===== src/hw/rtl/waveform_window_statistics_top_defines.svh =====
// Assertion macros for the window statistics block.
// Used by the controller and the top level; no other dependencies.
`ifndef WAVEFORM_WINDOW_STATISTICS_TOP_DEFINES_SVH
`define WAVEFORM_WINDOW_STATISTICS_TOP_DEFINES_SVH

// Implication checked on every edge outside reset.
`define WWS_ASSERT_IMP(label, clk, rst_n, ante, cons) \
    label: assert property (@(posedge clk) disable iff (!rst_n) (ante) |-> (cons)) \
        else $error("assertion failed");

// Next-cycle implication.
`define WWS_ASSERT_NEXT(label, clk, rst_n, ante, cons) \
    label: assert property (@(posedge clk) disable iff (!rst_n) (ante) |=> (cons)) \
        else $error("assertion failed");

`endif


===== src/hw/rtl/wws_pkg.sv =====
// Shared types, constants and command structs for the window statistics block.
// No dependencies.
package wws_pkg;

    localparam int MaxSamples = 4096;
    localparam int TallyW     = 13;
    localparam int SqW        = 43;
    localparam int LvlW       = 29;
    localparam int SumW       = 28;
    localparam int DivW       = 43;   // widest dividend
    localparam int DivCntW    = 6;
    localparam int SqrtCntW   = 5;

    localparam logic [1:0] PhaseA = 2'd0;
    localparam logic [1:0] PhaseB = 2'd1;

    localparam logic [1:0] RegPhase  = 2'd0;
    localparam logic [1:0] RegClip   = 2'd1;
    localparam logic [1:0] RegRmsLow = 2'd2;
    localparam logic [1:0] RegRmsHi  = 2'd3;

    // Divide job selector, in the order the controller runs them.
    typedef enum logic [2:0] {
        JOB_SQ   = 3'd0,
        JOB_LVL  = 3'd1,
        JOB_FRQ  = 3'd2,
        JOB_PF   = 3'd3,
        JOB_THD  = 3'd4
    } job_t;

    typedef enum logic [2:0] {
        ST_IDLE,
        ST_DIV_START,
        ST_DIV_RUN,
        ST_SQRT_RUN,
        ST_OUT
    } state_t;

    typedef struct packed {
        logic  snap;        // capture window totals, clear accumulators
        logic  div_start;   // load divider with job
        job_t  job;
        logic  div_step;
        logic  div_store;   // store quotient for job
        logic  sqrt_start;
        logic  sqrt_step;
        logic  out_load;    // fill output register
    } cmd_t;

    typedef struct packed {
        logic div_last;
        logic sqrt_last;
    } stat_t;

endpackage


===== src/hw/rtl/waveform_window_statistics_top.sv =====
// Top level of the window statistics block: APB registers, handshake, units.
// Depends on wws_pkg, wws_ctrl, wws_datapath and the assertion macro header.
//
//  channel  direction  handshake           payload
//  in       sink       in_valid/in_stall   phase_a_volts .. last_sample
//  out      source     out_valid/out_stall rms_volts .. mean_distortion
//  cfg      APB slave  psel/penable/pready 4 regs at 4*i
//
// Samples are taken one per cycle while a window accumulates. The closing
// beat starts five 43-step restoring divides (each after a load state), a
// 16-step square root and an output load, during all of which input
// stalls; the stall lasts longer while the output register is still held
// by the receiver. The next window then accumulates while the result waits
// in the output register. Reset clears the accumulators, controller state
// and out_valid, sets the config registers; other data is not reset.
`include "waveform_window_statistics_top_defines.svh"
module waveform_window_statistics_top
    import wws_pkg::*;
(
    input  logic               clk,
    input  logic               rst_n,
    input  logic               psel,
    input  logic               penable,
    input  logic               pwrite,
    input  logic        [3:0]  paddr,
    input  logic        [31:0] pwdata,
    output logic        [31:0] prdata,
    output logic               pready,
    input  logic               in_valid,
    output logic               in_stall,
    input  logic signed [15:0] phase_a_volts,
    input  logic signed [15:0] phase_b_volts,
    input  logic signed [15:0] phase_c_volts,
    input  logic        [15:0] line_frequency,
    input  logic signed [15:0] power_factor_in,
    input  logic        [15:0] distortion_percent,
    input  logic               last_sample,
    output logic               out_valid,
    input  logic               out_stall,
    output logic        [15:0] rms_volts,
    output logic        [15:0] peak_to_peak,
    output logic signed [15:0] dc_mean,
    output logic        [12:0] clipped_count,
    output logic               compliant,
    output logic        [15:0] mean_frequency,
    output logic signed [15:0] mean_power_factor,
    output logic        [15:0] mean_distortion
);

    logic [1:0]  phase_reg;
    logic [14:0] clip_reg, low_reg, high_reg;
    logic        wr;

    assign pready = 1'b1;
    assign wr     = psel && penable && pwrite;

    always_ff @(posedge clk or negedge rst_n)
    begin
        if (!rst_n)
        begin
            phase_reg <= 2'd0;
            clip_reg  <= 15'd20794;
            low_reg   <= 15'd13248;
            high_reg  <= 15'd16192;
        end
        else if (wr && paddr[1:0] == 2'b00)
        begin
            unique case (paddr[3:2])
                RegPhase:  phase_reg <= pwdata[1:0];
                RegClip:   clip_reg  <= pwdata[14:0];
                RegRmsLow: low_reg   <= pwdata[14:0];
                default:   high_reg  <= pwdata[14:0];
            endcase
        end
    end

    always_comb
    begin
        unique case (paddr[3:2])
            RegPhase:  prdata = {30'd0, phase_reg};
            RegClip:   prdata = {17'd0, clip_reg};
            RegRmsLow: prdata = {17'd0, low_reg};
            default:   prdata = {17'd0, high_reg};
        endcase
    end

    // handshake
    logic  busy, accept, window_end, close, out_take;
    cmd_t  cmd;
    stat_t stat;

    assign in_stall = busy;
    assign accept   = in_valid && !in_stall;
    assign close    = accept && (last_sample || window_end);
    assign out_take = out_valid && !out_stall;

    wws_ctrl u_ctrl (
        .clk      (clk),
        .rst_n    (rst_n),
        .close    (close),
        .out_free (!out_valid || out_take),
        .stat     (stat),
        .busy     (busy),
        .cmd      (cmd)
    );

    wws_datapath u_dp (
        .clk                (clk),
        .rst_n              (rst_n),
        .accept             (accept),
        .phase_a_volts      (phase_a_volts),
        .phase_b_volts      (phase_b_volts),
        .phase_c_volts      (phase_c_volts),
        .line_frequency     (line_frequency),
        .power_factor_in    (power_factor_in),
        .distortion_percent (distortion_percent),
        .phase_select       (phase_reg),
        .clip_level         (clip_reg),
        .rms_low_limit      (low_reg),
        .rms_high_limit     (high_reg),
        .out_take           (out_take),
        .cmd                (cmd),
        .stat               (stat),
        .window_end         (window_end),
        .out_valid          (out_valid),
        .rms_volts          (rms_volts),
        .peak_to_peak       (peak_to_peak),
        .dc_mean            (dc_mean),
        .clipped_count      (clipped_count),
        .compliant          (compliant),
        .mean_frequency     (mean_frequency),
        .mean_power_factor  (mean_power_factor),
        .mean_distortion    (mean_distortion)
    );

    `WWS_ASSERT_IMP(a_out_hold, clk, rst_n, out_valid && out_stall, !cmd.out_load)
    `WWS_ASSERT_NEXT(a_close_stalls, clk, rst_n, close, in_stall)
    `WWS_ASSERT_IMP(a_stall_busy, clk, rst_n, in_stall, busy)

endmodule


===== src/hw/rtl/wws_ctrl.sv =====
// Controller for window close: sequences five divides, the square root and the output load.
// Depends on wws_pkg and the assertion macro header.
`include "waveform_window_statistics_top_defines.svh"
module wws_ctrl
    import wws_pkg::*;
(
    input  logic  clk,
    input  logic  rst_n,
    input  logic  close,       // closing beat accepted
    input  logic  out_free,    // output register empty or draining
    input  stat_t stat,
    output logic  busy,
    output cmd_t  cmd
);

    state_t state_reg, state_next;
    job_t   job_reg, job_next;

    always_ff @(posedge clk or negedge rst_n)
    begin
        if (!rst_n)
        begin
            state_reg <= ST_IDLE;
            job_reg   <= JOB_SQ;
        end
        else
        begin
            state_reg <= state_next;
            job_reg   <= job_next;
        end
    end

    always_comb
    begin
        state_next     = state_reg;
        job_next       = job_reg;
        cmd            = '0;
        cmd.job        = job_reg;
        cmd.snap       = close;
        busy           = (state_reg != ST_IDLE);
        unique case (state_reg)
            ST_IDLE:
            begin
                if (close)
                begin
                    state_next = ST_DIV_START;
                    job_next   = JOB_SQ;
                end
            end
            ST_DIV_START:
            begin
                cmd.div_start = 1'b1;
                state_next    = ST_DIV_RUN;
            end
            ST_DIV_RUN:
            begin
                cmd.div_step = 1'b1;
                if (stat.div_last)
                begin
                    cmd.div_store = 1'b1;
                    unique case (job_reg)
                        JOB_SQ:  begin job_next = JOB_LVL; state_next = ST_DIV_START; end
                        JOB_LVL: begin job_next = JOB_FRQ; state_next = ST_DIV_START; end
                        JOB_FRQ: begin job_next = JOB_PF;  state_next = ST_DIV_START; end
                        JOB_PF:  begin job_next = JOB_THD; state_next = ST_DIV_START; end
                        default: state_next = ST_SQRT_RUN;
                    endcase
                    if (job_reg == JOB_THD)
                        cmd.sqrt_start = 1'b1;
                end
            end
            ST_SQRT_RUN:
            begin
                cmd.sqrt_step = 1'b1;
                if (stat.sqrt_last)
                    state_next = ST_OUT;
            end
            ST_OUT:
            begin
                if (out_free)
                begin
                    cmd.out_load = 1'b1;
                    state_next   = ST_IDLE;
                end
            end
            default: state_next = ST_IDLE;
        endcase
    end

    `WWS_ASSERT_IMP(a_no_close_busy, clk, rst_n, busy, !close)
    `WWS_ASSERT_NEXT(a_close_starts, clk, rst_n, close, state_reg == ST_DIV_START)
    `WWS_ASSERT_IMP(a_store_in_run, clk, rst_n, cmd.div_store, state_reg == ST_DIV_RUN)

endmodule


===== src/hw/rtl/wws_datapath.sv =====
// Accumulators, restoring divider, bit-pair square root and result register.
// Depends on wws_pkg.
module wws_datapath
    import wws_pkg::*;
(
    input  logic               clk,
    input  logic               rst_n,
    input  logic               accept,
    input  logic signed [15:0] phase_a_volts,
    input  logic signed [15:0] phase_b_volts,
    input  logic signed [15:0] phase_c_volts,
    input  logic        [15:0] line_frequency,
    input  logic signed [15:0] power_factor_in,
    input  logic        [15:0] distortion_percent,
    input  logic        [1:0]  phase_select,
    input  logic        [14:0] clip_level,
    input  logic        [14:0] rms_low_limit,
    input  logic        [14:0] rms_high_limit,
    input  logic               out_take,
    input  cmd_t               cmd,
    output stat_t              stat,
    output logic               window_end,
    output logic               out_valid,
    output logic        [15:0] rms_volts,
    output logic        [15:0] peak_to_peak,
    output logic signed [15:0] dc_mean,
    output logic        [12:0] clipped_count,
    output logic               compliant,
    output logic        [15:0] mean_frequency,
    output logic signed [15:0] mean_power_factor,
    output logic        [15:0] mean_distortion
);

    // ---- accumulation ----
    logic        [SqW-1:0]    sq_reg;
    logic signed [LvlW-1:0]   lvl_reg;
    logic signed [15:0]       min_reg, max_reg;
    logic        [TallyW-1:0] clip_reg, cnt_reg;
    logic        [SumW-1:0]   frq_reg, thd_reg;
    logic signed [SumW-1:0]   pf_reg;

    logic signed [15:0] v;
    logic        [16:0] mag;
    logic        [31:0] vsq;
    logic        [TallyW-1:0] cnt_inc;

    always_comb
    begin
        unique case (phase_select)
            PhaseA:  v = phase_a_volts;
            PhaseB:  v = phase_b_volts;
            default: v = phase_c_volts;
        endcase
        mag        = v[15] ? 17'(-$signed({v[15], v})) : {1'b0, v};
        vsq        = 32'($signed(v) * $signed(v));
        cnt_inc    = cnt_reg + TallyW'(1);
        // this beat is the last one a full window can hold
        window_end = (cnt_reg == TallyW'(MaxSamples - 1));
    end

    // window totals captured at close
    logic        [SqW-1:0]    t_sq;
    logic        [LvlW-1:0]   t_lvl;
    logic        [SumW-1:0]   t_frq, t_pf, t_thd;
    logic        [TallyW:0]   t_n;
    logic        [15:0]       t_p2p;
    logic        [TallyW-1:0] t_clip;

    logic        [SqW-1:0]    sq_n;
    logic signed [LvlW-1:0]   lvl_n;
    logic signed [15:0]       min_n, max_n;
    logic        [TallyW-1:0] clip_n;
    logic        [SumW-1:0]   frq_n, thd_n;
    logic signed [SumW-1:0]   pf_n;

    always_comb
    begin
        sq_n   = sq_reg + SqW'(vsq);
        lvl_n  = lvl_reg + LvlW'(v);
        frq_n  = frq_reg + SumW'(line_frequency);
        thd_n  = thd_reg + SumW'(distortion_percent);
        pf_n   = pf_reg + SumW'(power_factor_in);
        clip_n = clip_reg + TallyW'(mag >= {2'b0, clip_level});
        min_n  = (cnt_reg == '0 || v < min_reg) ? v : min_reg;
        max_n  = (cnt_reg == '0 || v > max_reg) ? v : max_reg;
    end

    always_ff @(posedge clk or negedge rst_n)
    begin
        if (!rst_n)
        begin
            cnt_reg <= '0;
            sq_reg  <= '0;
            lvl_reg <= '0;
            clip_reg <= '0;
            frq_reg <= '0;
            thd_reg <= '0;
            pf_reg  <= '0;
            min_reg <= '0;
            max_reg <= '0;
        end
        else if (accept)
        begin
            if (cmd.snap)
            begin
                cnt_reg <= '0; sq_reg <= '0; lvl_reg <= '0; clip_reg <= '0;
                frq_reg <= '0; thd_reg <= '0; pf_reg <= '0;
                min_reg <= '0; max_reg <= '0;
            end
            else
            begin
                cnt_reg <= cnt_inc; sq_reg <= sq_n; lvl_reg <= lvl_n; clip_reg <= clip_n;
                frq_reg <= frq_n; thd_reg <= thd_n; pf_reg <= pf_n;
                min_reg <= min_n; max_reg <= max_n;
            end
        end
    end

    always_ff @(posedge clk)
    begin
        if (accept && cmd.snap)
        begin
            t_sq   <= sq_n;
            t_lvl  <= lvl_n;
            t_frq  <= frq_n;
            t_thd  <= thd_n;
            t_pf   <= pf_n;
            t_clip <= clip_n;
            t_n    <= {1'b0, cnt_reg} + (TallyW + 1)'(1);
            t_p2p  <= 16'(max_n - min_n);
        end
    end

    // ---- restoring divider, magnitude in, sign fixed after ----
    logic [DivW-1:0]    dq_reg;    // dividend shifting into quotient
    logic [TallyW+1:0]  rem_reg;
    logic [DivCntW-1:0] dcnt_reg;
    logic               dneg_reg;
    logic [DivW-1:0]    dsrc;
    logic               dneg;
    logic [TallyW+1:0]  rem_sh, rem_sub;

    always_comb
    begin
        dneg = 1'b0;
        unique case (cmd.job)
            JOB_SQ:  dsrc = t_sq;
            JOB_LVL:
            begin
                dneg = t_lvl[LvlW-1];
                dsrc = DivW'(dneg ? LvlW'(-t_lvl) : t_lvl);
            end
            JOB_FRQ: dsrc = DivW'(t_frq);
            JOB_PF:
            begin
                dneg = t_pf[SumW-1];
                dsrc = DivW'(dneg ? SumW'(-t_pf) : t_pf);
            end
            default: dsrc = DivW'(t_thd);
        endcase
        rem_sh  = {rem_reg[TallyW:0], dq_reg[DivW-1]};
        rem_sub = rem_sh - {1'b0, t_n};
    end

    always_ff @(posedge clk)
    begin
        if (cmd.div_start)
        begin
            dq_reg   <= dsrc;
            rem_reg  <= '0;
            dcnt_reg <= '0;
            dneg_reg <= dneg;
        end
        else if (cmd.div_step && !cmd.div_store)
        begin
            dcnt_reg <= dcnt_reg + DivCntW'(1);
            if (!rem_sub[TallyW+1])
            begin
                rem_reg <= rem_sub;
                dq_reg  <= {dq_reg[DivW-2:0], 1'b1};
            end
            else
            begin
                rem_reg <= rem_sh;
                dq_reg  <= {dq_reg[DivW-2:0], 1'b0};
            end
        end
    end

    // final step result, taken with div_store
    logic [DivW-1:0] qfin;
    always_comb
    begin
        qfin = {dq_reg[DivW-2:0], !rem_sub[TallyW+1]};
        if (dneg_reg)
            qfin = DivW'(-qfin);
    end

    logic [31:0] msq_reg;
    logic [15:0] dc_reg, frqm_reg, pfm_reg, thdm_reg;

    always_ff @(posedge clk)
    begin
        if (cmd.div_store)
        begin
            unique case (cmd.job)
                JOB_SQ:  msq_reg  <= qfin[31:0];
                JOB_LVL: dc_reg   <= qfin[15:0];
                JOB_FRQ: frqm_reg <= qfin[15:0];
                JOB_PF:  pfm_reg  <= qfin[15:0];
                default: thdm_reg <= qfin[15:0];
            endcase
        end
    end

    // ---- square root, two bits per step ----
    logic [31:0] sv_reg;
    logic [17:0] srem_reg;
    logic [15:0] root_reg;
    logic [SqrtCntW-1:0] scnt_reg;
    logic [17:0] srem_sh, strial;
    logic [31:0] sv_src;

    always_comb
    begin
        // mean square was stored by the first divide
        sv_src  = cmd.sqrt_start ? msq_reg : sv_reg;
        srem_sh = {srem_reg[15:0], sv_reg[31:30]};
        strial  = {root_reg, 2'b01};
    end

    assign stat = '{div_last:  (dcnt_reg == DivCntW'(DivW - 1)),
                    sqrt_last: (scnt_reg == SqrtCntW'(15))};

    always_ff @(posedge clk)
    begin
        if (cmd.sqrt_start)
        begin
            sv_reg   <= sv_src;
            srem_reg <= '0;
            root_reg <= '0;
            scnt_reg <= '0;
        end
        else if (cmd.sqrt_step)
        begin
            sv_reg   <= {sv_reg[29:0], 2'b00};
            scnt_reg <= scnt_reg + SqrtCntW'(1);
            if (srem_sh >= strial)
            begin
                srem_reg <= srem_sh - strial;
                root_reg <= {root_reg[14:0], 1'b1};
            end
            else
            begin
                srem_reg <= srem_sh;
                root_reg <= {root_reg[14:0], 1'b0};
            end
        end
    end

    // ---- output register ----
    always_ff @(posedge clk or negedge rst_n)
    begin
        if (!rst_n)
            out_valid <= 1'b0;
        else if (cmd.out_load)
            out_valid <= 1'b1;
        else if (out_take)
            out_valid <= 1'b0;
    end

    always_ff @(posedge clk)
    begin
        if (cmd.out_load)
        begin
            rms_volts         <= root_reg;
            peak_to_peak      <= t_p2p;
            dc_mean           <= dc_reg;
            clipped_count     <= t_clip;
            compliant         <= ({1'b0, rms_low_limit} <= root_reg) &&
                                 (root_reg <= {1'b0, rms_high_limit});
            mean_frequency    <= frqm_reg;
            mean_power_factor <= pfm_reg;
            mean_distortion   <= thdm_reg;
        end
    end

endmodule


===== config.mk =====
export PLATFORM = sky130hd
export DESIGN_NAME = waveform_window_statistics_top
export DESIGN_NICKNAME = d
export VERILOG_FILES = /design/src/hw/rtl/wws_pkg.sv /design/src/hw/rtl/waveform_window_statistics_top.sv /design/src/hw/rtl/wws_ctrl.sv /design/src/hw/rtl/wws_datapath.sv
export VERILOG_INCLUDE_DIRS = /design/src /design/src/hw/rtl
export SDC_FILE = /design/constraint.sdc
export NUM_CORES = 2
export LEC_CHECK = 0
export BUFFER_PORTS_ARGS = -buffer_cell sky130_fd_sc_hd__buf_2
export CAP_MARGIN = 10
export CORE_MARGIN = 4
export CORE_UTILIZATION = 45
export DETAILED_ROUTE_END_ITERATION = 6
export SLEW_MARGIN = 5
export SYNTH_ARGS = -nofsm -noshare
export SYNTH_HDL_FRONTEND = slang
export SYNTH_HIERARCHICAL = 1
export SYNTH_SLANG_ARGS = --single-unit

===== constraint.sdc =====
create_clock -name clk -period 27.8 [get_ports clk]
set_input_delay 1.39 -clock clk [delete_from_list [all_inputs] [get_ports clk]]
set_output_delay 1.39 -clock clk [all_outputs]
set_load 0.005 [all_outputs]

==> results.md <==
- Max-cap viol count: 0
- Die Ht: roughly 350 um
- Wire per inst: 19.5 um
- Global route total overflow: 0
- Count of state elements after synthesis: roughly 810
- Post-synth EDFFs: just under 500
- Initial core utilization: approximately 46%
- Main flop type after synthesis: edfxtp_1
- Crit. path cell count: 33
- Ports: ~290
- Worst-skew pair later-pin latency: around 0.67 ns
- Register area share after synthesis: a little over two fifths
- Crit-path most repeated cell: fa_1
- Rows: between 100 and 150
- Core area: 113000 um2
- First-iteration detailed-routing DRC count: between 2k and 2.5k
- Worst-Margin Slew: between 1 and 1.5 ns
- # hold bufs at CTS: 0
- Global-route wire length before repair: 201000 um
- Post-route ant nets: 0
- Number of global-route vias before repair: about 35k
- Async SR Flop Fraction: roughly a third
- Largest net degree at the start of global routing: 118
- Outcome: finished clean
- Initial antenna violation count: 1
- Longest Clk Path Bufs: 3
- R2R depth: 33
- Total track usage: between 20% and 30%
- Synth top area cells: edfxtp_1, dfrtp_1, fa_1, ha_1, xnor2_1
- Most frequent cell after synthesis: inv_1
- Post-Syn Area: a little over 50000 um2
- Clock-pin slew on the worst setup and hold paths: ~0.06 ns
- RSZ-0062 raised after global routing: no
- Routability congestion estimate: slightly below 0.9
- Largest family of logic cells by synthesized area: adder cells
- End of the critical path: u_dp/t_sq[35]
- Post-CTS Resized: 0
- Crit start category: flip-flop
- Setup Skew: between 0.06 and 0.07 ns
- Yosys top cell area share: 28.0%
- Worst R2R End: u_dp/t_sq[35]
- Clock Sinks: between 800 and 900
- Crit-path max cell delay: around 0.74 ns
- H-tree depth: 3
- Mapped Cells: ~4.7k
- Slew Limit Fails: 0
- Worst Path Required: roughly 28 ns
- Synthesis Warnings: 6
- Post-synthesis simple-gate area fraction: 9.61%
- Die W: about 350 um
- Relative slew margins: 21.5%
- Critical path buffers and inverters: 8
- Crit path DAT: between 10 and 15 ns
- CP top delay family: adder cells
- Critical path endpoint category: flip-flop
- Vias: about 35k
- DRT Pass-1 Iters: 6
- Post-synthesis mux area share: about 4.2%
- Post-Synth XOR/XNOR Area: under 10%
- Most instantiated cells after synthesis: inv_1, edfxtp_1, nand2_1, ha_1, nor2_1
- Slowest stage cell, crit path: fa_1
- Worst-path fanout max: 36
- Setup TNS: 0 ns
- Layout cells sized above 1: between 10% and 20%
- Critical R2R Launch: phase_reg[0]
- Synthesized-area fraction occupied by adder cells: 17.8%
- Synth Area in Compound Gates: ~14%
- Fmax: between 90 and 100 MHz
- Internal reg-to-reg setup slack: ~17 ns
- Synth cell types: ~110
- Leading area contributor after synthesis: edfxtp_1
- HPWL Detailed: roughly 91000 um
- CTS tree: done
- Avg Inst Size Synth: 10.9 um2
- Root buffer cell: clkbuf_16
- DRC viols: 0
- Crit share post-route: approximately 38%
- Setup bufs post-CTS: 0
- CTS Buf Count: 86
- Port buffer count: around 250
- Fin. Hold Viols: 0
- Worst setup path startpoint: phase_reg[0]
- P&R area growth vs syn: 11.4%
- Die Area: roughly 120000 um2
- # setup viols final: 0
- Layout Nets: about 5.7k
- DR vias/cell: 5.45
- Final wirelength: 127000 um
- CP Class: flip-flop to flip-flop
- Final Critical Period: 10.52 ns
- Hold Path Class: flip-flop to flip-flop
-- placed cells by master, fill, tap and decap left out, drive strengths merged, types with 214 or more instances in the layout --
| master | instances |
|---|---|
| inv | 517 |
| edfxtp | 481 |
| nand2 | 350 |
| ha | 343 |
| nor2 | 315 |
| buf | 301 |
| dfrtp | 248 |
| fa | 243 |
| xnor2 | 228 |
| a21oi | 214 |
| o21ai | 214 |
-- cell type report --
class / instances / area, um2
clock inverters: 53 / 761
fillers: 10200 / 55700
inverters: 517 / 1950
repair buffers: 301 / 1650
well taps: 1500 / 1880
diodes: 1 / 2.50
clock buffers: 109 / 2300
flip-flops and latches: 806 / 22300
multi-input cells: 3221 / 26500
-- layer usage --
layer,part of all wire (%),global-route usage (%),vias to the layer above
met4,2.1,5.29,0
met1,45,29.0,17500
met5,0,0,-
met3,4.3,2.10,150
met2,49,35.4,716
li1,-,-,17000
-- stage by stage --
step	hold slack [ns]	instances	util, %	setup slack [ns]	cell area [um2]
6_report	0.415	6508	50.7	17.28	57400
3_5_place_dp	0.405	6345	48.0	16.69	54300
5_1_grt	0.418	6507	50.7	16.60	57400
3_3_place_gp	0.402	6345	48.0	16.72	54300
2_1_floorplan	0.400	4733	-	18.08	51600
4_1_cts	0.412	6507	50.7	17.28	57400
-- worst reg2reg max path: cells and delay by family (launching register included) --
family | cells | cell delay (ns)
adders and majority gates | 8 | 4.17
AOI/OAI and AO/OA | 7 | 1.80
buffers and inverters | 8 | 1.77
and+or+nand+nor | 7 | 1.43
DFF | 1 | 0.41
muxes | 1 | 0.37
xor gates and xnor gates | 2 | 0.28
-- cells by family after synthesis --
family	after synthesis
mux	195
simple gates	1046
flops	806
xor+xnor	334
buf+inv	706
other cells	2
compound gates	1042
fa+ha+maj	586
-- worst min-delay path by stage --
stage,start,end,slack [ns],cells after the start
2_1_floorplan,u_dp/t_clip[0],u_dp/clipped_count[0],0.40,0
3_3_place_gp,u_dp/pfm_reg[10],u_dp/mean_power_factor[10],0.40,0
3_5_place_dp,u_dp/dc_reg[11],u_dp/dc_mean[11],0.40,0
4_1_cts,u_dp/t_clip[5],u_dp/clipped_count[5],0.41,0
5_1_grt,u_dp/t_clip[5],u_dp/clipped_count[5],0.42,0
6_report,u_dp/frqm_reg[3],u_dp/mean_frequency[3],0.41,0
Power is not shown: default switching activity piles up to over one toggle a cycle in this logic, so the estimate is an artifact.
